===== config.mk =====
export PLATFORM = sky130hd
export DESIGN_NAME = banked_memory_map_translator_top_flat
export DESIGN_NICKNAME = d
export VERILOG_FILES = /design/src/rtl/core/bmmt_pkg.sv /design/src/rtl/core/bmmt_in_if.sv /design/src/rtl/core/bmmt_out_if.sv /design/src/rtl/core/bmmt_ctrl.sv /design/src/rtl/core/banked_memory_map_translator_top.sv /design/src/flat_wrapper.sv
export SDC_FILE = /design/constraint.sdc
export NUM_CORES = 1
export LEC_CHECK = 0
export BUFFER_PORTS_ARGS = -buffer_cell sky130_fd_sc_hd__buf_4
export CAP_MARGIN = 40
export CELL_PAD_IN_SITES_DETAIL_PLACEMENT = 1
export CELL_PAD_IN_SITES_GLOBAL_PLACEMENT = 1
export CORE_ASPECT_RATIO = 1.75
export CORE_UTILIZATION = 38
export CTS_CLUSTER_DIAMETER = 120
export DETAILED_ROUTE_END_ITERATION = 7
export PLACE_DENSITY = 0.88
export SLEW_MARGIN = 10
export SYNTH_ARGS = -nofsm -noshare
export SYNTH_HDL_FRONTEND = slang
export SYNTH_SLANG_ARGS = --single-unit

===== constraint.sdc =====
create_clock -name clk -period 2.57 [get_ports clk]
set_clock_uncertainty 0.2 [all_clocks]
set_input_delay 0.257 -clock clk [delete_from_list [all_inputs] [get_ports clk]]
set_output_delay 0.257 -clock clk [all_outputs]
set_load 0.05 [all_outputs]

===== src/rtl/core/bmmt_pkg.sv =====
package bmmt_pkg;

  localparam int unsigned ADDR_W   = 16;
  localparam int unsigned DATA_W   = 8;
  localparam int unsigned REGION_W = 4;
  localparam int unsigned OFFSET_W = 21;
  localparam int unsigned PADDR_W  = 4;
  localparam int unsigned PDATA_W  = 32;

  localparam logic KIND_READ  = 1'b0;
  localparam logic KIND_WRITE = 1'b1;

  typedef enum logic [REGION_W-1:0] {
    REGION_ROM      = 4'd0,
    REGION_VRAM     = 4'd1,
    REGION_CRAM     = 4'd2,
    REGION_WRAM     = 4'd3,
    REGION_OAM      = 4'd4,
    REGION_UNUSABLE = 4'd5,
    REGION_IO       = 4'd6,
    REGION_HRAM     = 4'd7,
    REGION_MBC      = 4'd8
  } bmmt_region_t;

  // bank controller register groups, picked by address bits 14:13
  localparam logic [1:0] MBC_RAM_ENABLE = 2'd0;
  localparam logic [1:0] MBC_ROM_LOW    = 2'd1;
  localparam logic [1:0] MBC_ROM_HIGH   = 2'd2;
  localparam logic [1:0] MBC_MODE       = 2'd3;

  localparam logic [DATA_W-1:0] RAM_EN_MASK = 8'h0A;
  localparam logic [DATA_W-1:0] MODE_SIMPLE = 8'h00;
  localparam logic [DATA_W-1:0] MODE_ADV    = 8'h01;

  localparam logic [ADDR_W-1:0] ADDR_VRAM     = 16'h8000;
  localparam logic [ADDR_W-1:0] ADDR_CRAM     = 16'hA000;
  localparam logic [ADDR_W-1:0] ADDR_WRAM     = 16'hC000;
  localparam logic [ADDR_W-1:0] ADDR_OAM      = 16'hFE00;
  localparam logic [ADDR_W-1:0] ADDR_UNUSABLE = 16'hFEA0;
  localparam logic [ADDR_W-1:0] ADDR_IO       = 16'hFF00;
  localparam logic [ADDR_W-1:0] ADDR_HRAM     = 16'hFF80;

  localparam logic [PADDR_W-1:0] CFG_ADDR_MBC1  = 4'h0;
  localparam logic [PADDR_W-1:0] CFG_ADDR_VBANK = 4'h4;
  localparam logic [PADDR_W-1:0] CFG_ADDR_WBANK = 4'h8;

  typedef struct packed {
    logic              kind;
    logic [ADDR_W-1:0] bus_address;
    logic [DATA_W-1:0] write_data;
  } bmmt_req_t;

  typedef struct packed {
    logic [REGION_W-1:0] region;
    logic [OFFSET_W-1:0] physical_offset;
    logic                ram_enabled;
  } bmmt_rsp_t;

  typedef struct packed {
    logic       cart_is_mbc1;
    logic       video_bank;
    logic [2:0] work_bank;
  } bmmt_cfg_t;

endpackage


===== src/rtl/core/bmmt_in_if.sv =====
interface bmmt_in_if;
  logic        valid;
  logic        ready;
  logic        kind;
  logic [15:0] bus_address;
  logic [7:0]  write_data;

  modport source (output valid, kind, bus_address, write_data, input ready);
  modport sink (input valid, kind, bus_address, write_data, output ready);
endinterface


===== src/rtl/core/bmmt_out_if.sv =====
interface bmmt_out_if;
  logic        valid;
  logic        ready;
  logic [3:0]  region;
  logic [20:0] physical_offset;
  logic        ram_enabled;

  modport source (output valid, region, physical_offset, ram_enabled, input ready);
  modport sink (input valid, region, physical_offset, ram_enabled, output ready);
endinterface


===== src/rtl/core/bmmt_ctrl.sv =====
module bmmt_ctrl (
  input  logic                clk,
  input  logic                rst_n,
  input  logic                step,
  input  bmmt_pkg::bmmt_cfg_t cfg,
  input  bmmt_pkg::bmmt_req_t req,
  output bmmt_pkg::bmmt_rsp_t rsp
);
  import bmmt_pkg::*;

  logic [6:0]          rom_bank_r, rom_bank_nxt;
  logic [1:0]          ram_bank_r, ram_bank_nxt;
  logic                mode_r, mode_nxt;
  logic                ram_en_r, ram_en_nxt;
  logic                mbc_wr;
  logic [4:0]          lo_bits;
  logic [ADDR_W-1:0]   a;
  logic [7:0]          unusable_off;
  bmmt_region_t        region;
  logic [OFFSET_W-1:0] offset;

  assign a            = req.bus_address;
  assign mbc_wr       = cfg.cart_is_mbc1 && (req.kind == KIND_WRITE) && !a[15];
  assign lo_bits      = (req.write_data[4:0] == 5'd0) ? 5'd1 : req.write_data[4:0];
  assign unusable_off = a[7:0] - ADDR_UNUSABLE[7:0];

  // bank controller update
  always_comb begin
    rom_bank_nxt = rom_bank_r;
    ram_bank_nxt = ram_bank_r;
    mode_nxt     = mode_r;
    ram_en_nxt   = ram_en_r;
    if (mbc_wr) begin
      unique case (a[14:13])
        MBC_RAM_ENABLE: begin
          ram_en_nxt = ((req.write_data & RAM_EN_MASK) == RAM_EN_MASK);
        end
        MBC_ROM_LOW: begin
          rom_bank_nxt = {rom_bank_r[6:5], lo_bits};
        end
        MBC_ROM_HIGH: begin
          if (!mode_r) begin
            rom_bank_nxt = {req.write_data[1:0], rom_bank_r[4:0]};
          end else begin
            ram_bank_nxt = req.write_data[1:0];
          end
        end
        MBC_MODE: begin
          if (req.write_data == MODE_SIMPLE) begin
            mode_nxt = 1'b0;
          end else if (req.write_data == MODE_ADV) begin
            mode_nxt = 1'b1;
          end
        end
      endcase
    end
  end

  // address translation
  always_comb begin
    region = REGION_ROM;
    offset = '0;
    if (mbc_wr) begin
      region = REGION_MBC;
      offset = {5'd0, a};
    end else if (!a[15] && !a[14]) begin
      region = REGION_ROM;
      offset = {7'd0, a[13:0]};
    end else if (!a[15]) begin
      region = REGION_ROM;
      offset = {rom_bank_r, a[13:0]};
    end else if (a < ADDR_CRAM) begin
      region = REGION_VRAM;
      offset = {7'd0, cfg.video_bank, a[12:0]};
    end else if (a < ADDR_WRAM) begin
      region = REGION_CRAM;
      offset = {6'd0, ram_bank_r, a[12:0]};
    end else if (a < ADDR_OAM) begin
      region = REGION_WRAM;
      offset = a[12] ? {6'd0, cfg.work_bank, a[11:0]} : {9'd0, a[11:0]};
    end else if (a < ADDR_UNUSABLE) begin
      region = REGION_OAM;
      offset = {13'd0, a[7:0]};
    end else if (a < ADDR_IO) begin
      region = REGION_UNUSABLE;
      offset = {13'd0, unusable_off};
    end else if (a < ADDR_HRAM) begin
      region = REGION_IO;
      offset = {14'd0, a[6:0]};
    end else begin
      region = REGION_HRAM;
      offset = {14'd0, a[6:0]};
    end
  end

  assign rsp.region          = region;
  assign rsp.physical_offset = offset;
  assign rsp.ram_enabled     = ram_en_nxt;

  always_ff @(posedge clk) begin
    if (!rst_n) begin
      rom_bank_r <= 7'd1;
      ram_bank_r <= 2'd0;
      mode_r     <= 1'b0;
      ram_en_r   <= 1'b0;
    end else if (step) begin
      rom_bank_r <= rom_bank_nxt;
      ram_bank_r <= ram_bank_nxt;
      mode_r     <= mode_nxt;
      ram_en_r   <= ram_en_nxt;
    end
  end

`ifndef SYNTHESIS
  a_rom_low_nonzero: assert property (@(posedge clk) disable iff (!rst_n)
    rom_bank_r[4:0] != 5'd0)
    else $error("rom bank low bits are zero");

  a_mbc_only_on_write: assert property (@(posedge clk) disable iff (!rst_n)
    (rsp.region == REGION_MBC) |-> (cfg.cart_is_mbc1 && req.kind == KIND_WRITE && !a[15]))
    else $error("bank controller region without controller write");

  a_state_holds: assert property (@(posedge clk) disable iff (!rst_n)
    !(step && mbc_wr) |=> $stable({rom_bank_r, ram_bank_r, mode_r, ram_en_r}))
    else $error("bank state changed without controller write");
`endif

endmodule


===== src/rtl/core/banked_memory_map_translator_top.sv =====
// banked memory map translator
// in_ch carries one bus access per transaction (kind, bus_address, write_data);
// out_ch returns one result per access (region, physical_offset, ram_enabled),
// in the order the accesses were taken.
// the apb-style cfg port sets cart_is_mbc1 (0x0), video_bank (0x4) and
// work_bank (0x8); write it only while no access is in flight.
// a transaction taken from in_ch moves through the input register and then
// the result register before its result shows on out_ch.
// throughput: one transaction per cycle while out_ch is not stalled, set by
// the single decode stage between the input register and the result register.
// when out_ch stalls, the result register holds and the input register still
// takes one more transaction; in_ch.ready drops once both are full.
// bank controller writes update the rom bank, cart ram bank, mode and ram
// enable state as the access moves into the result register.
// synchronous active-low reset empties both registers, sets the rom bank to 1,
// work_bank to 1 and clears the remaining bank controller and cfg state.
module banked_memory_map_translator_top (
  input  logic                           clk,
  input  logic                           rst_n,
  bmmt_in_if.sink                        in_ch,
  bmmt_out_if.source                     out_ch,
  input  logic                           cfg_psel,
  input  logic                           cfg_penable,
  input  logic                           cfg_pwrite,
  input  logic [bmmt_pkg::PADDR_W-1:0]   cfg_paddr,
  input  logic [bmmt_pkg::PDATA_W-1:0]   cfg_pwdata,
  output logic [bmmt_pkg::PDATA_W-1:0]   cfg_prdata,
  output logic                           cfg_pready
);
  import bmmt_pkg::*;

  bmmt_cfg_t cfg_r, cfg_nxt;
  logic      s1_valid_r, s1_valid_nxt;
  bmmt_req_t s1_req_r, s1_req_nxt;
  logic      out_valid_r, out_valid_nxt;
  bmmt_rsp_t out_rsp_r, out_rsp_nxt;
  bmmt_rsp_t rsp;
  bmmt_req_t in_req;
  logic      out_free;
  logic      s1_go;
  logic      in_acc;
  logic      cfg_wr;

  assign cfg_pready = 1'b1;
  assign cfg_wr     = cfg_psel && cfg_penable && cfg_pwrite && cfg_pready;

  always_comb begin
    cfg_nxt = cfg_r;
    if (cfg_wr) begin
      unique case (cfg_paddr)
        CFG_ADDR_MBC1:  cfg_nxt.cart_is_mbc1 = cfg_pwdata[0];
        CFG_ADDR_VBANK: cfg_nxt.video_bank   = cfg_pwdata[0];
        CFG_ADDR_WBANK: cfg_nxt.work_bank    = cfg_pwdata[2:0];
        default: ;
      endcase
    end
  end

  always_comb begin
    unique case (cfg_paddr)
      CFG_ADDR_MBC1:  cfg_prdata = {31'd0, cfg_r.cart_is_mbc1};
      CFG_ADDR_VBANK: cfg_prdata = {31'd0, cfg_r.video_bank};
      CFG_ADDR_WBANK: cfg_prdata = {29'd0, cfg_r.work_bank};
      default:        cfg_prdata = '0;
    endcase
  end

  // two-register pipeline
  assign out_free    = !out_valid_r || out_ch.ready;
  assign s1_go       = s1_valid_r && out_free;
  assign in_ch.ready = !s1_valid_r || s1_go;
  assign in_acc      = in_ch.valid && in_ch.ready;

  assign in_req.kind        = in_ch.kind;
  assign in_req.bus_address = in_ch.bus_address;
  assign in_req.write_data  = in_ch.write_data;

  always_comb begin
    s1_valid_nxt  = in_acc || (s1_valid_r && !s1_go);
    s1_req_nxt    = in_acc ? in_req : s1_req_r;
    out_valid_nxt = s1_go || (out_valid_r && !out_ch.ready);
    out_rsp_nxt   = s1_go ? rsp : out_rsp_r;
  end

  bmmt_ctrl u_ctrl (
    .clk   (clk),
    .rst_n (rst_n),
    .step  (s1_go),
    .cfg   (cfg_r),
    .req   (s1_req_r),
    .rsp   (rsp)
  );

  always_ff @(posedge clk) begin
    if (!rst_n) begin
      cfg_r.cart_is_mbc1 <= 1'b0;
      cfg_r.video_bank   <= 1'b0;
      cfg_r.work_bank    <= 3'd1;
      s1_valid_r         <= 1'b0;
      out_valid_r        <= 1'b0;
    end else begin
      cfg_r       <= cfg_nxt;
      s1_valid_r  <= s1_valid_nxt;
      out_valid_r <= out_valid_nxt;
    end
  end

  always_ff @(posedge clk) begin
    s1_req_r  <= s1_req_nxt;
    out_rsp_r <= out_rsp_nxt;
  end

  assign out_ch.valid           = out_valid_r;
  assign out_ch.region          = out_rsp_r.region;
  assign out_ch.physical_offset = out_rsp_r.physical_offset;
  assign out_ch.ram_enabled     = out_rsp_r.ram_enabled;

`ifndef SYNTHESIS
  a_reset_empties: assert property (@(posedge clk)
    !rst_n |=> (!s1_valid_r && !out_valid_r))
    else $error("pipeline not empty after reset");

  a_stage_moves: assert property (@(posedge clk) disable iff (!rst_n)
    s1_go |=> out_valid_r)
    else $error("transaction lost between stages");

  a_stage_holds: assert property (@(posedge clk) disable iff (!rst_n)
    (s1_valid_r && !s1_go) |=> (s1_valid_r && $stable(s1_req_r)))
    else $error("stalled input stage changed");

  a_region_range: assert property (@(posedge clk) disable iff (!rst_n)
    out_valid_r |-> (out_rsp_r.region <= REGION_MBC))
    else $error("region code out of range");
`endif

endmodule

===== src/flat_wrapper.sv =====
// flat-port wrapper written by rule: the top's interface ports become plain ports
module banked_memory_map_translator_top_flat import bmmt_pkg::*;
  (clk, rst_n, cfg_psel, cfg_penable, cfg_pwrite, cfg_paddr, cfg_pwdata, cfg_prdata, cfg_pready, in_ch_valid, in_ch_kind, in_ch_bus_address, in_ch_write_data, in_ch_ready, out_ch_valid, out_ch_region, out_ch_physical_offset, out_ch_ram_enabled, out_ch_ready);
  bmmt_in_if in_ch_i ();
  bmmt_out_if out_ch_i ();
  input  logic clk;
  input  logic rst_n;
  input  logic cfg_psel;
  input  logic cfg_penable;
  input  logic cfg_pwrite;
  input  logic [bmmt_pkg::PADDR_W-1:0] cfg_paddr;
  input  logic [bmmt_pkg::PDATA_W-1:0] cfg_pwdata;
  output logic [bmmt_pkg::PDATA_W-1:0] cfg_prdata;
  output logic cfg_pready;
  input wire logic [$bits(in_ch_i.valid)-1:0] in_ch_valid;
  input wire logic [$bits(in_ch_i.kind)-1:0] in_ch_kind;
  input wire logic [$bits(in_ch_i.bus_address)-1:0] in_ch_bus_address;
  input wire logic [$bits(in_ch_i.write_data)-1:0] in_ch_write_data;
  output wire logic [$bits(in_ch_i.ready)-1:0] in_ch_ready;
  output wire logic [$bits(out_ch_i.valid)-1:0] out_ch_valid;
  output wire logic [$bits(out_ch_i.region)-1:0] out_ch_region;
  output wire logic [$bits(out_ch_i.physical_offset)-1:0] out_ch_physical_offset;
  output wire logic [$bits(out_ch_i.ram_enabled)-1:0] out_ch_ram_enabled;
  input wire logic [$bits(out_ch_i.ready)-1:0] out_ch_ready;
  assign in_ch_i.valid = in_ch_valid;
  assign in_ch_i.kind = in_ch_kind;
  assign in_ch_i.bus_address = in_ch_bus_address;
  assign in_ch_i.write_data = in_ch_write_data;
  assign in_ch_ready = in_ch_i.ready;
  assign out_ch_valid = out_ch_i.valid;
  assign out_ch_region = out_ch_i.region;
  assign out_ch_physical_offset = out_ch_i.physical_offset;
  assign out_ch_ram_enabled = out_ch_i.ram_enabled;
  assign out_ch_i.ready = out_ch_ready;
  banked_memory_map_translator_top u_core (.clk(clk), .rst_n(rst_n), .in_ch(in_ch_i), .out_ch(out_ch_i), .cfg_psel(cfg_psel), .cfg_penable(cfg_penable), .cfg_pwrite(cfg_pwrite), .cfg_paddr(cfg_paddr), .cfg_pwdata(cfg_pwdata), .cfg_prdata(cfg_prdata), .cfg_pready(cfg_pready));
endmodule

# Word level (Yosys, flattened, before mapping)

Index checks and enable logic that the tools add are counted.

Bitwise gates (word level): 4
Reductions and logical operators: 35
$lt $le $gt $ge: 6
Multiplexer cells: 23
Equality and inequality tests: 7
$add $sub $neg: 1

Operator list:

| kind                                                                  | count |
|---|---|
| 16-bit < comparator, second input constant                            | 6 |
| 15-bit two-way mux                                                    | 4 |
| 16-bit two-way mux                                                    | 2 |
| 21-bit two-way mux                                                    | 1 |
| 8-bit two-way mux                                                     | 2 |
| 7-bit case mux with 2 select lines                                    | 1 |
| 4-bit AND reduction                                                   | 3 |
| 1-bit logical AND                                                     | 9 |
| 3-bit two-way mux                                                     | 3 |
| 3-bit case mux with 3 select lines                                    | 1 |
| 8-bit by 1-bit equality test with 1-bit output, second input constant | 1 |
| 8-bit logical NOT                                                     | 1 |
| 8-bit subtractor, second input constant                               | 1 |
| 7-bit two-way mux                                                     | 1 |
| 2-bit equality test, second input constant                            | 3 |
| 1-bit logical NOT                                                     | 6 |
| 2-bit AND reduction                                                   | 3 |
| 6-bit OR reduction                                                    | 1 |
| 5-bit logical NOT                                                     | 1 |
| 1-bit two-way mux                                                     | 5 |
| 5-bit two-way mux                                                     | 1 |
| 5-bit AND reduction                                                   | 1 |
| 4-bit by 3-bit equality test with 1-bit output, second input constant | 1 |
| 4-bit equality test, second input constant                            | 1 |
| 10 further kinds                                                      | 17 |

Logic and storage cells: 96
Output and inout bits: 61
Flip-flop bits (word level): 69

# Depth between registers and ports, before layout

Gate-level depths: netlist of run 1.

Depth after elaboration: 9
Depth in mapped cells: 6
Depth with buffers taken out: 5

# Modules after synthesis

A second synthesis of run 1 with hierarchy kept.

Cells, all modules: 238
Area, all modules: 2989.1 sq um

Modules (own cells, without submodules):

| module                           | instances | area each (sq um) | cells each |
|---|---|---|---|
| banked_memory_map_translator_top | 1         | 2133.3            | 124 |
| bmmt_ctrl                        | 1         | 855.8             | 114 |

# Least setup slack after synthesis of run 1

No wires, ideal clock.

Path kind: register to register
Start: reg u_core.out_valid_r, in the netlist u_core.out_ch.valid
End: reg u_core.s1_req_r[0] (netlist bit) (enable)
Setup slack: 0.192 ns
Data arrival time: 1.794 ns
Cell stages (with the launch flop): 4
Period minus slack after synthesis: 2.378 ns
Required time: 1.986 ns
Cell sequence: dfxtp_1 > nor2b_1 > nand2_1 > and2_1

Longest elaborated chain between the ends: 5

RTL lines:

| element                | RTL line                                | RTL |
|---|---|---|
| start, declared        | banked_memory_map_translator_top.sv:35  | `logic out_valid_r, out_valid_nxt;` |
| start signal, assigned | banked_memory_map_translator_top.sv:104 | `out_valid_r <= out_valid_nxt;` |
| 1-bit logical NOT      | banked_memory_map_translator_top.sv:69  | `assign out_free = !out_valid_r \|\| out_ch.ready;` |
| 1-bit logical OR       | banked_memory_map_translator_top.sv:69  |  |
| 1-bit logical AND      | banked_memory_map_translator_top.sv:70  | `assign s1_go = s1_valid_r && out_free;` |
| 1-bit logical OR       | banked_memory_map_translator_top.sv:71  | `assign in_ch.ready = !s1_valid_r \|\| s1_go;` |
| via in_ch_ready        | flat_wrapper.sv:19                      | `output wire logic [$bits(in_ch_i.ready)-1:0] in_ch_ready;` |
| 1-bit logical AND      | banked_memory_map_translator_top.sv:72  | `assign in_acc = in_ch.valid && in_ch.ready;` |
| via u_core.in_acc      | banked_memory_map_translator_top.sv:41  | `logic in_acc;` |
| end signal, assigned   | banked_memory_map_translator_top.sv:109 | `s1_req_r <= s1_req_nxt;` |
| end, declared          | banked_memory_map_translator_top.sv:34  | `bmmt_req_t s1_req_r, s1_req_nxt;` |

The timed path passes the listed nets, and every way through them passes these cells.
A chain may end at the register's enable or synchronous reset.

# Worst setup path after layout of run 1

Start: reg u_core.s1_req_r[23] (netlist bit)
End: reg u_core.u_ctrl.rom_bank_r[0]

Longest elaborated chain between the ends: 3

RTL lines:

| element                       | RTL line         | RTL |
|---|---|---|
| 1-bit logical NOT             | -                |  |
| 1-bit logical AND             | bmmt_ctrl.sv:23  | `assign mbc_wr = cfg.cart_is_mbc1 && (req.kind == KIND_WRITE) && !a[15];` |
| via u_core.u_ctrl.mbc_wr      | bmmt_ctrl.sv:15  | `logic mbc_wr;` |
| 4-bit AND reduction (no line) | -                |  |
| end signal, assigned          | bmmt_ctrl.sv:107 | `rom_bank_r <= rom_bank_nxt;` |
| end, declared                 | bmmt_ctrl.sv:11  | `logic [6:0] rom_bank_r, rom_bank_nxt;` |

The timed path passes the listed nets, and every way through them passes these cells.

==> results of run 1 <==
[registers in the layout, summed over array words and instances (netlist names)]
name	flops
u_core.cfg_r	5
u_core.out_ch.physical_offset	21
u_core.out_ch.ram_enabled	1
u_core.out_ch.region	4
u_core.out_ch.valid	1
u_core.s1_req_r	25
u_core.s1_valid_r	1
u_core.u_ctrl.mode_r	1
u_core.u_ctrl.ram_bank_r	2
u_core.u_ctrl.ram_en_r	1
u_core.u_ctrl.rom_bank_r	7
[metrics by stage]
stage	util [%]	instances	area [um2]
6_report	54.0	421	3900
3_3_place_gp	46.6	377	3370
2_1_floorplan	-	253	2970
3_5_place_dp	46.6	377	3370
5_1_grt	53.9	420	3900
4_1_cts	53.9	420	3900
[area by class of cell]
| class | count | area, um2 |
|---|---|---|
| antenna | 1 | 2.50 |
| sequential | 69 | 1890 |
| timing repair buffer | 100 | 818 |
| clock inverter | 6 | 30.0 |
| inverter | 4 | 15.0 |
| tap | 86 | 108 |
| fill | 781 | 3330 |
| multi-input combinational | 145 | 810 |
| clock buffer | 10 | 229 |
[critical path: cells and delay by family (launching register included)]
family	cells	cell delay (ns)
and+or+nand+nor	3	1.11
DFF	1	0.52
AOI/OAI and AO/OA	1	0.11
[cells by family after synthesis]
group	Yosys count	share of synthesized area, %
AND/OR/NAND/NOR	80	15.1
flip-flops	69	66.0
buffers and inverters	39	9.39
AO/OA/AOI/OAI	22	4.59
multiplexers	12	4.19
other	2	0.262
adder cells (fa/ha/maj)	1	0.437
[worst paths after layout]
| kind | endpoint | slack, ns | cells past startpoint |
|---|---|---|---|
| worst max-delay path | u_core.u_ctrl.rom_bank_r[0] | 0.49 | 4 |
| worst min-delay path | u_core.cfg_r[1] | 0.03 | 3 |
| worst max register to register | u_core.u_ctrl.rom_bank_r[0] | 0.49 | 4 |
| worst min register to register | u_core.out_ch.physical_offset[1] | 0.22 | 0 |
[cell usage after synthesis (2+ instances only)]
cell / instances
edfxtp_1: 51
buf_4: 30
nand2_1: 29
dfxtp_1: 18
mux2i_1: 12
and2_1: 11
nor2b_1: 11
o21ai_0: 8
nand3_1: 7
a21oi_1: 5
a31oi_1: 4
inv_1: 4
nand2b_1: 3
nor2_1: 3
nor3_1: 3
buf_2: 2
clkbuf_1: 2
conb_1: 2
nand4_1: 2
nor4_1: 2
nor4b_1: 2
[per-layer routing]
layer	vias up	track usage, %
met5	-	0
met3	15	4.46
li1	952	-
met4	0	10.9
met2	78	36.0
met1	986	17.8
[power breakdown]
group | switching (mW) | internal (mW) | total, mW
Sequential | 0.0269 | 1.25 | 1.27
Clock | 0.436 | 0.639 | 1.07
Combinational | 0.234 | 0.108 | 0.342
==> results.sh, run 1 <==
export IMPL_status="finished, final reports clean"
export IMPL_h_tree_depth=3
export IMPL_track_usage_pct=19.1
export IMPL_clkTransAtPathRegs_ns=0.06
export IMPL_dr_pass1_iters=4
export IMPL_mostFrequentLayoutCells="73 x buf_4, 51 x edfxtp_1, 30 x conb_1, 29 x nand2_1, 27 x dlygate4sd3_1"
export IMPL_hold_viol_final=0
export IMPL_post_drt_wl_per_cell_um=16.3
export IMPL_finalWorstSetupSlack_ns=0.494
export IMPL_dp_hpwl_um=4370
export IMPL_crit_fanout=10
export IMPL_cts_root_buffer="clkbuf_16"
export IMPL_rows=41
export IMPL_drv_cap=0
export IMPL_worstPathRequired_ns=2.57
export IMPL_postRouteAntennaNets=0
export IMPL_worstMarginPinSlew_ns=0.728
export IMPL_gp_congestion=0.763
export IMPL_post_route_cells_drive_above_1_share_pct=25.4
export IMPL_synth_top_area_share_pct=53.4
export IMPL_grt_antenna_before_repair=0
export IMPL_routed_top_layer="met4"
export IMPL_areaGrowthSynthToFinish_pct=36.2
export IMPL_finalPower_mw=2.69
export IMPL_cts_buffers=9
export IMPL_viasPerCell=4.82
export IMPL_cp_arrival_ns=2.07
export IMPL_yosysTopAreaCell="edfxtp_1"
export IMPL_drtIter0Drc=55
export IMPL_timing_rr_start="u_core.s1_req_r[23]"
export IMPL_synth_distinct_cells=35
export IMPL_grt_pass1_wl_um=10600
export IMPL_min_period_over_period_pct=80.8
export IMPL_grt_pass1_vias=2169
export IMPL_clk_path_buf_depth=2
export IMPL_crit_chain="and3b_1, nand4bb_1, nor3_1, o21ai_0"
export IMPL_yosysSeqAreaShare_pct=66.0
export IMPL_worstSetupPathType="reg -> reg"
export IMPL_nNetsFinal=398
export IMPL_syn_area_um2=2870
export IMPL_wl_met3_um=312
export IMPL_post_cts_resize_count=0
export IMPL_setup_viol=0
export IMPL_start_util_pct=39.6
export IMPL_rsz0062_at_grt="no"
export IMPL_synth_edff_count=51
export IMPL_holdCritStartpoint="cfg_pwdata[1]"
export IMPL_grt_overflow_total=0
export IMPL_timing_hold_ws_ns=0.0268
export IMPL_max_freq_ghz=0.482
export IMPL_layout_commonest_cell="buf_4"
export IMPL_min_period_ns=2.08
export IMPL_cp_slowest_cell="edfxtp_1"
export IMPL_via_count=2031
export IMPL_finalSetupTns_ns=0
export IMPL_io_pins=129
export IMPL_yosys_top_cells_area="edfxtp_1 53%, dfxtp_1 13%, buf_4 7.9%, mux2i_1 4.2%, nand2_1 3.8%"
export IMPL_p_leak_nw=1.60
export IMPL_clock_latency_ns=0.33
export IMPL_ys_flop_type="edfxtp_1"
export IMPL_die_area_um2=7910
export IMPL_critPathMaxStageDelay_ns=0.52
export IMPL_powerDensity_nw_per_um2=689
export IMPL_grt_max_degree=25
export IMPL_core_um2=7230
export IMPL_drt_total_wl_um=6880
export IMPL_cts_tree="done"
export IMPL_dp_slack_ns=0.497
export IMPL_drc_errors=0
export IMPL_post_cts_buffers=0
export IMPL_startpoint="u_core.s1_req_r[23]"
export IMPL_cts_hold_buf=27
export IMPL_yosysWarnings=0
export IMPL_wl_met1_um=2360
export IMPL_cts_sinks=69
export IMPL_die_w_um=67.6
export IMPL_io_buffers=69
export IMPL_endpoint_kind="register"
export IMPL_report_final_slew_viol_count=0
export IMPL_die_height_um=117
export IMPL_avgSynthCellArea_um2=12.7
export IMPL_wl_met2_um=3980
export IMPL_vdd_drop_max_mv=0.381
export IMPL_start_kind="register"
export IMPL_synth_seq_cells=69
export IMPL_synthArstFlopShare_pct=0
export IMPL_hold_path_class="in -> reg"
export IMPL_max_slew_margin_rel_pct=51.5
export IMPL_synthCells=225
Power figures use the tool's default switching activity.
==> inputs of run 2 (changes only) <==
--- a/config.mk
+++ b/config.mk
@@ -5,15 +5,16 @@
 export SDC_FILE = /design/constraint.sdc
 export NUM_CORES = 1
 export LEC_CHECK = 0
+export ABC_AREA = 1
 export BUFFER_PORTS_ARGS = -buffer_cell sky130_fd_sc_hd__buf_4
 export CAP_MARGIN = 40
 export CELL_PAD_IN_SITES_DETAIL_PLACEMENT = 1
 export CELL_PAD_IN_SITES_GLOBAL_PLACEMENT = 1
 export CORE_ASPECT_RATIO = 1.75
-export CORE_UTILIZATION = 38
+export CORE_UTILIZATION = 32
 export CTS_CLUSTER_DIAMETER = 120
 export DETAILED_ROUTE_END_ITERATION = 7
-export PLACE_DENSITY = 0.88
+export PLACE_DENSITY = 0.8
 export SLEW_MARGIN = 10
 export SYNTH_ARGS = -nofsm -noshare
 export SYNTH_HDL_FRONTEND = slang
==> constraint.sdc (replaced) <==
create_clock -name clk -period 1.8 [get_ports clk]
set_clock_uncertainty 0.2 [all_clocks]
set_input_delay 0.18 -clock clk [delete_from_list [all_inputs] [get_ports clk]]
set_output_delay 0.18 -clock clk [all_outputs]
set_load 0.05 [all_outputs]
==> results.sh, run 2 <==
export IMPL_status="finished, final reports clean"
export IMPL_seq_power_share_pct=42.7
export IMPL_postRouteAntennaNets=0
export IMPL_largest_register="u_core.s1_req_r"
export IMPL_vdd_drop_max_mv=0.631
export IMPL_finalWorstSetupSlack_ns=0.103
export IMPL_powerDensity_nw_per_um2=1010
export IMPL_fin_util_pct=47.0
export IMPL_core_um2=8980
export IMPL_cts_buffers=9
export IMPL_post_route_cells_drive_above_1_share_pct=26.5
export IMPL_cp_top_family="buffers and inverters"
export IMPL_avgSynthCellArea_um2=10.8
export IMPL_max_freq_ghz=0.589
export IMPL_dpl_cell_area_um2=3550
export IMPL_dr_pass1_iters=5
export IMPL_clk_path_buf_depth=2
export IMPL_dp_slack_ns=0.169
export IMPL_setup_viol=0
export IMPL_stdcell_area_um2=4220
export IMPL_clock_latency_ns=0.34
export IMPL_power_switching_mw=1.08
export IMPL_cp_slowest_cell="dlygate4sd3_1"
export IMPL_ys_flop_type="edfxtp_1"
export IMPL_layout_commonest_cell="buf_4"
export IMPL_via_count=2194
export IMPL_grt_overflow_total=0
export IMPL_endpoint_kind="register"
export IMPL_hold_viol_final=0
export IMPL_crit_chain="dlygate4sd3_1, buf_4, inv_1, nand2_1, nand2_2, clkinvlp_4, buf_6"
export IMPL_instances_no_fill=512
export IMPL_fill_cells=1042
export IMPL_yosysTopAreaCell="edfxtp_1"
export IMPL_cts_root_buffer="clkbuf_16"
export IMPL_yosysSeqAreaShare_pct=64.2
export IMPL_viasPerCell=4.29
export IMPL_drtIter0Drc=83
export IMPL_track_usage_pct=16.1
export IMPL_post_drt_wl_per_cell_um=13.4
export IMPL_p_sw_share_pct=25.4
export IMPL_die_w_um=74.5
export IMPL_nNetsFinal=456
export IMPL_gp_congestion=0.771
export IMPL_synth_seq_cells=69
export IMPL_io_buffers=69
export IMPL_timing_hold_ws_ns=0.0829
export IMPL_synthArstFlopShare_pct=0
export IMPL_worst_path_buf_inv=5
export IMPL_areaGrowthSynthToFinish_pct=43.1
export IMPL_io_pins=129
export IMPL_mostFrequentLayoutCells="70 x buf_4, 51 x edfxtp_1, 39 x nor2_1, 35 x inv_1, 34 x dlygate4sd3_1"
export IMPL_p_clk_share_pct=44.6
export IMPL_drv_cap=0
export IMPL_crit_fanout=26
export IMPL_cts_sinks=69
export IMPL_synthCells=273
export IMPL_critPathMaxStageDelay_ns=0.54
export IMPL_grt_max_degree=27
export IMPL_finalPower_mw=4.26
export IMPL_n_antenna_cell=0
export IMPL_yosys_top_cells_area="edfxtp_1 52%, dfxtp_1 12%, buf_4 7.6%, nor2_1 5.1%, inv_1 4.6%"
export IMPL_worstPathRequired_ns=1.67
export IMPL_rsz0062_at_grt="no"
export IMPL_worstSetupPathType="in -> reg"
export IMPL_grt_pass1_vias=2350
export IMPL_grt_pass1_wl_um=11100
export IMPL_dp_hpwl_um=4710
export IMPL_finalSetupTns_ns=0
export IMPL_start_kind="primary input"
export IMPL_drc_errors=0
export IMPL_die_height_um=129
export IMPL_die_area_um2=9610
export IMPL_h_tree_depth=3
export IMPL_synth_distinct_cells=31
export IMPL_synth_edff_count=51
export IMPL_largest_reg_flops=25
export IMPL_clkTransAtPathRegs_ns=0.06
export IMPL_grt_antenna_before_repair=0
export IMPL_min_period_over_period_pct=94.3
export IMPL_synth_most_common_cell="edfxtp_1"
export IMPL_start_util_pct=32.8
export IMPL_p_leak_nw=1.84
export IMPL_dp_cells=462
export IMPL_post_cts_buffers=0
export IMPL_report_final_slew_viol_count=0
export IMPL_yosys_top_cells_count="51 x edfxtp_1, 40 x nor2_1, 36 x inv_1"
export IMPL_cts_tree="done"
export IMPL_min_period_ns=1.70
export IMPL_hold_path_class="in -> reg"
export IMPL_p_int_mw=3.17
export IMPL_rows=46
export IMPL_combPwrFrac_pct=12.7
export IMPL_cp_arrival_ns=1.57
export IMPL_synth_top_area_share_pct=52.0
export IMPL_yosysWarnings=0
export IMPL_drt_total_wl_um=6880
export IMPL_syn_area_um2=2950
-- run 2: changes by cell type in the layout (fill, tap and decap cells not counted), sizes merged, moves of 4 or more --
cell and change:
and2 -11, a21oi +10, nor2b -11, nor2 +40, nand3 +7, a31oi -4
mux2i -12, inv +34, dlygate4sd3 +7, o21ai +7
-- run 2: power groups by stage --
stage / logic, mW / clock network (mW) / registers (mW)
after floorplan: 0.282 / 0 / 1.94
after global placement: 0.464 / 0 / 1.85
after global routing: 0.576 / 1.98 / 1.83
after detailed placement: 0.477 / 0 / 1.85
final: 0.540 / 1.90 / 1.82
after CTS: 0.539 / 1.93 / 1.82
-- run 2: metal layers --
layer	share of wire (%)	global-route usage, %	wire [um]	vias up
met5	0	0	0	-
met4	3.0	9.88	206	0
met3	4.0	3.37	277	16
met2	57	30.4	3940	70
met1	36	15.1	2460	1032
li1	-	-	-	1076
-- run 2: worst paths after layout --
path | depth (start not counted) | slack (ns) | end | startpoint
worst max-delay path | 7 | 0.10 | u_core.out_ch.physical_offset[3] | out_ch_ready
worst min-delay path | 5 | 0.08 | u_core.cfg_r[4] | cfg_paddr[0]
worst max register to register | 6 | 0.18 | u_core.u_ctrl.rom_bank_r[4] | u_core.s1_req_r[23]
worst min register to register | 0 | 0.22 | u_core.out_ch.physical_offset[1] | u_core.s1_req_r[9]
-- run 2: area by class of cell --
class | count | area, um2 | area share (%)
clock buffers | 9 | 225 | 5.34
flip-flops and latches | 69 | 1900 | 44.9
clock inverters | 7 | 98.8 | 2.34
repair buffers | 106 | 897 | 21.3
inverters | 39 | 151 | 3.59
well taps | 120 | 150 | 3.56
multi-input cells | 162 | 800 | 19.0
-- run 2: logic make-up after synthesis --
| family | Yosys count | share of synthesized area (%) |
|---|---|---|
| and+or+nand+nor | 94 | 15.4 |
| buffers and inverters | 70 | 12.8 |
| DFF | 69 | 64.2 |
| AOI/OAI and AO/OA | 36 | 6.62 |
| other | 2 | 0.255 |
| xor gates and xnor gates | 1 | 0.297 |
| adders and majority gates | 1 | 0.425 |
-- run 2: timing repair --
action,CTS,global route
gates resized for setup,0,2
endpoints found under the setup margin,0,27
hold buffers,34,0
hold endpoints to repair,41,0
-- run 2: tightest hold or removal path: stages --
cell and delay [ns]:
buf_4 0.08, nor2_2 0.04, nand3_1 0.08, nor2_1 0.05
a21oi_1 0.13
==> inputs of run 3 (changes only) <==
--- a/config.mk
+++ b/config.mk
@@ -5,7 +5,6 @@
 export SDC_FILE = /design/constraint.sdc
 export NUM_CORES = 1
 export LEC_CHECK = 0
-export ABC_AREA = 1
 export BUFFER_PORTS_ARGS = -buffer_cell sky130_fd_sc_hd__buf_4
 export CAP_MARGIN = 40
 export CELL_PAD_IN_SITES_DETAIL_PLACEMENT = 1
@@ -14,7 +13,7 @@
 export CORE_UTILIZATION = 32
 export CTS_CLUSTER_DIAMETER = 120
 export DETAILED_ROUTE_END_ITERATION = 7
-export PLACE_DENSITY = 0.8
+export PLACE_DENSITY = 0.79
 export SLEW_MARGIN = 10
 export SYNTH_ARGS = -nofsm -noshare
 export SYNTH_HDL_FRONTEND = slang
==> results.sh, run 3 (synthesis results as in run 1) <==
export IMPL_status="finished, final reports clean"
export IMPL_rrSetupSlack_ns=0.09
export IMPL_dp_hpwl_um=4590
export IMPL_cts_sinks=69
export IMPL_largest_reg_flops=25
export IMPL_instances_no_fill=464
export IMPL_powerDensity_nw_per_um2=935
export IMPL_crit_fanout=3
export IMPL_hold_viol_final=0
export IMPL_grt_pass1_vias=2070
export IMPL_rows=45
export IMPL_report_final_slew_viol_count=0
export IMPL_post_drt_wl_per_cell_um=14.2
export IMPL_io_pins=129
export IMPL_start_kind="register"
export IMPL_cts_buffers=9
export IMPL_grt_overflow_total=0
export IMPL_multi_input_area_um2=820
export IMPL_vdd_drop_max_mv=0.670
export IMPL_die_w_um=73.5
export IMPL_worstSetupPathType="reg -> out"
export IMPL_nNetsFinal=412
export IMPL_n_antenna_cell=0
export IMPL_h_tree_depth=3
export IMPL_regArea_um2=1900
export IMPL_gp_congestion=0.742
export IMPL_io_buffers=69
export IMPL_start_util_pct=33.0
export IMPL_drv_cap=0
export IMPL_fin_util_pct=47.1
export IMPL_clock_latency_ns=0.33
export IMPL_layout_commonest_cell="buf_4"
export IMPL_track_usage_pct=15.2
export IMPL_finalWorstSetupSlack_ns=0.0468
export IMPL_rsz0062_at_grt="yes"
export IMPL_min_period_over_period_pct=97.4
export IMPL_grt_antenna_before_repair=0
export IMPL_worstPathRequired_ns=1.42
export IMPL_post_route_cells_drive_above_1_share_pct=28.8
export IMPL_via_count=2031
export IMPL_clk_path_buf_depth=2
export IMPL_clkTransAtPathRegs_ns=0.05
export IMPL_largest_register="u_core.s1_req_r"
export IMPL_postRouteAntennaNets=0
export IMPL_use_met2_pct=28.6
export IMPL_grt_max_degree=26
export IMPL_mostFrequentLayoutCells="80 x buf_4, 51 x edfxtp_1, 32 x dlygate4sd3_1, 30 x conb_1, 28 x nand2_1"
export IMPL_dp_cells=415
export IMPL_areaGrowthSynthToFinish_pct=42.4
export IMPL_core_um2=8670
export IMPL_die_area_um2=9350
export IMPL_viasPerCell=4.38
export IMPL_finalSetupTns_ns=0
export IMPL_cts_root_buffer="clkbuf_16"
export IMPL_dr_pass1_iters=4
export IMPL_endpoint_kind="primary output"
export IMPL_cts_tree="done"
export IMPL_top_usage_layer="met2"
export IMPL_setup_viol=0
export IMPL_drtIter0Drc=86
export IMPL_drt_total_wl_um=6610
export IMPL_fill_cells=957
export IMPL_p_leak_nw=1.67
export IMPL_dp_slack_ns=0.0825
export IMPL_die_height_um=127
export IMPL_gr_usage_met1_pct=14.3
export IMPL_drc_errors=0
export IMPL_cp_arrival_ns=1.37
export IMPL_min_period_ns=1.75
export IMPL_max_freq_ghz=0.570
export IMPL_use_met3_pct=3.86
export IMPL_grt_pass1_wl_um=10100
export IMPL_hold_path_class="in -> reg"
-- run 3: what timing repair did --
action	4_1_cts	5_1_grt
hold buffers	32	0
hold endpoints to repair	32	0
resized for setup	0	4
setup buffers	0	3
setup endpoints to repair	0	2
-- run 3: critical path: stages, from the launching register on --
cell and delay, ns:
dfxtp_2 0.35, mux2i_1 0.09, o22a_1 0.23, nor3_2 0.19, buf_6 0.18
-- run 3: area by class of cell --
| class | instances | area share, % |
|---|---|---|
| Clock buffer | 12 | 5.79 |
| Clock inverter | 3 | 0.337 |
| Inverter | 4 | 0.368 |
| Multi-Input combinational cell | 145 | 20.1 |
| Sequential cell | 69 | 46.5 |
| Tap cell | 117 | 3.59 |
| Timing Repair Buffer | 114 | 23.3 |
-- run 3: through the flow --
step | power, mW | hold slack (ns) | cell area (um2)
2_1_floorplan | 2.19 | 0.0789 | 2980
3_3_place_gp | 2.29 | 0.159 | 3490
3_5_place_dp | 2.30 | 0.160 | 3490
4_1_cts | 3.86 | 0.0490 | 4060
5_1_grt | 3.95 | 0.0674 | 4080
6_report | 3.81 | 0.0491 | 4080
-- run 3: worst paths after layout --
| kind | start | endpoint | cells after the start |
|---|---|---|---|
| max reg2reg | u_core.s1_req_r[23] | u_core.u_ctrl.ram_bank_r[0] | 4 |
| min reg2reg | u_core.s1_req_r[9] | u_core.out_ch.physical_offset[1] | 0 |
| max | u_core.cfg_r[0] | cfg_prdata[0] | 4 |
| min | out_ch_ready | u_core.out_ch.valid | 3 |
-- run 3: metal layers --
metal	wire length [um]	vias up
li1	-	976
met1	2210	978
met2	3960	66
met3	268	11
met4	157	0
met5	0	-
-- run 3: power breakdown --
group	switching, mW	leakage (nW)	internal [mW]
logic	0.339	0.911	0.171
clock network	0.575	0.124	0.913
registers	0.0339	0.639	1.78
total	0.948	1.67	2.87
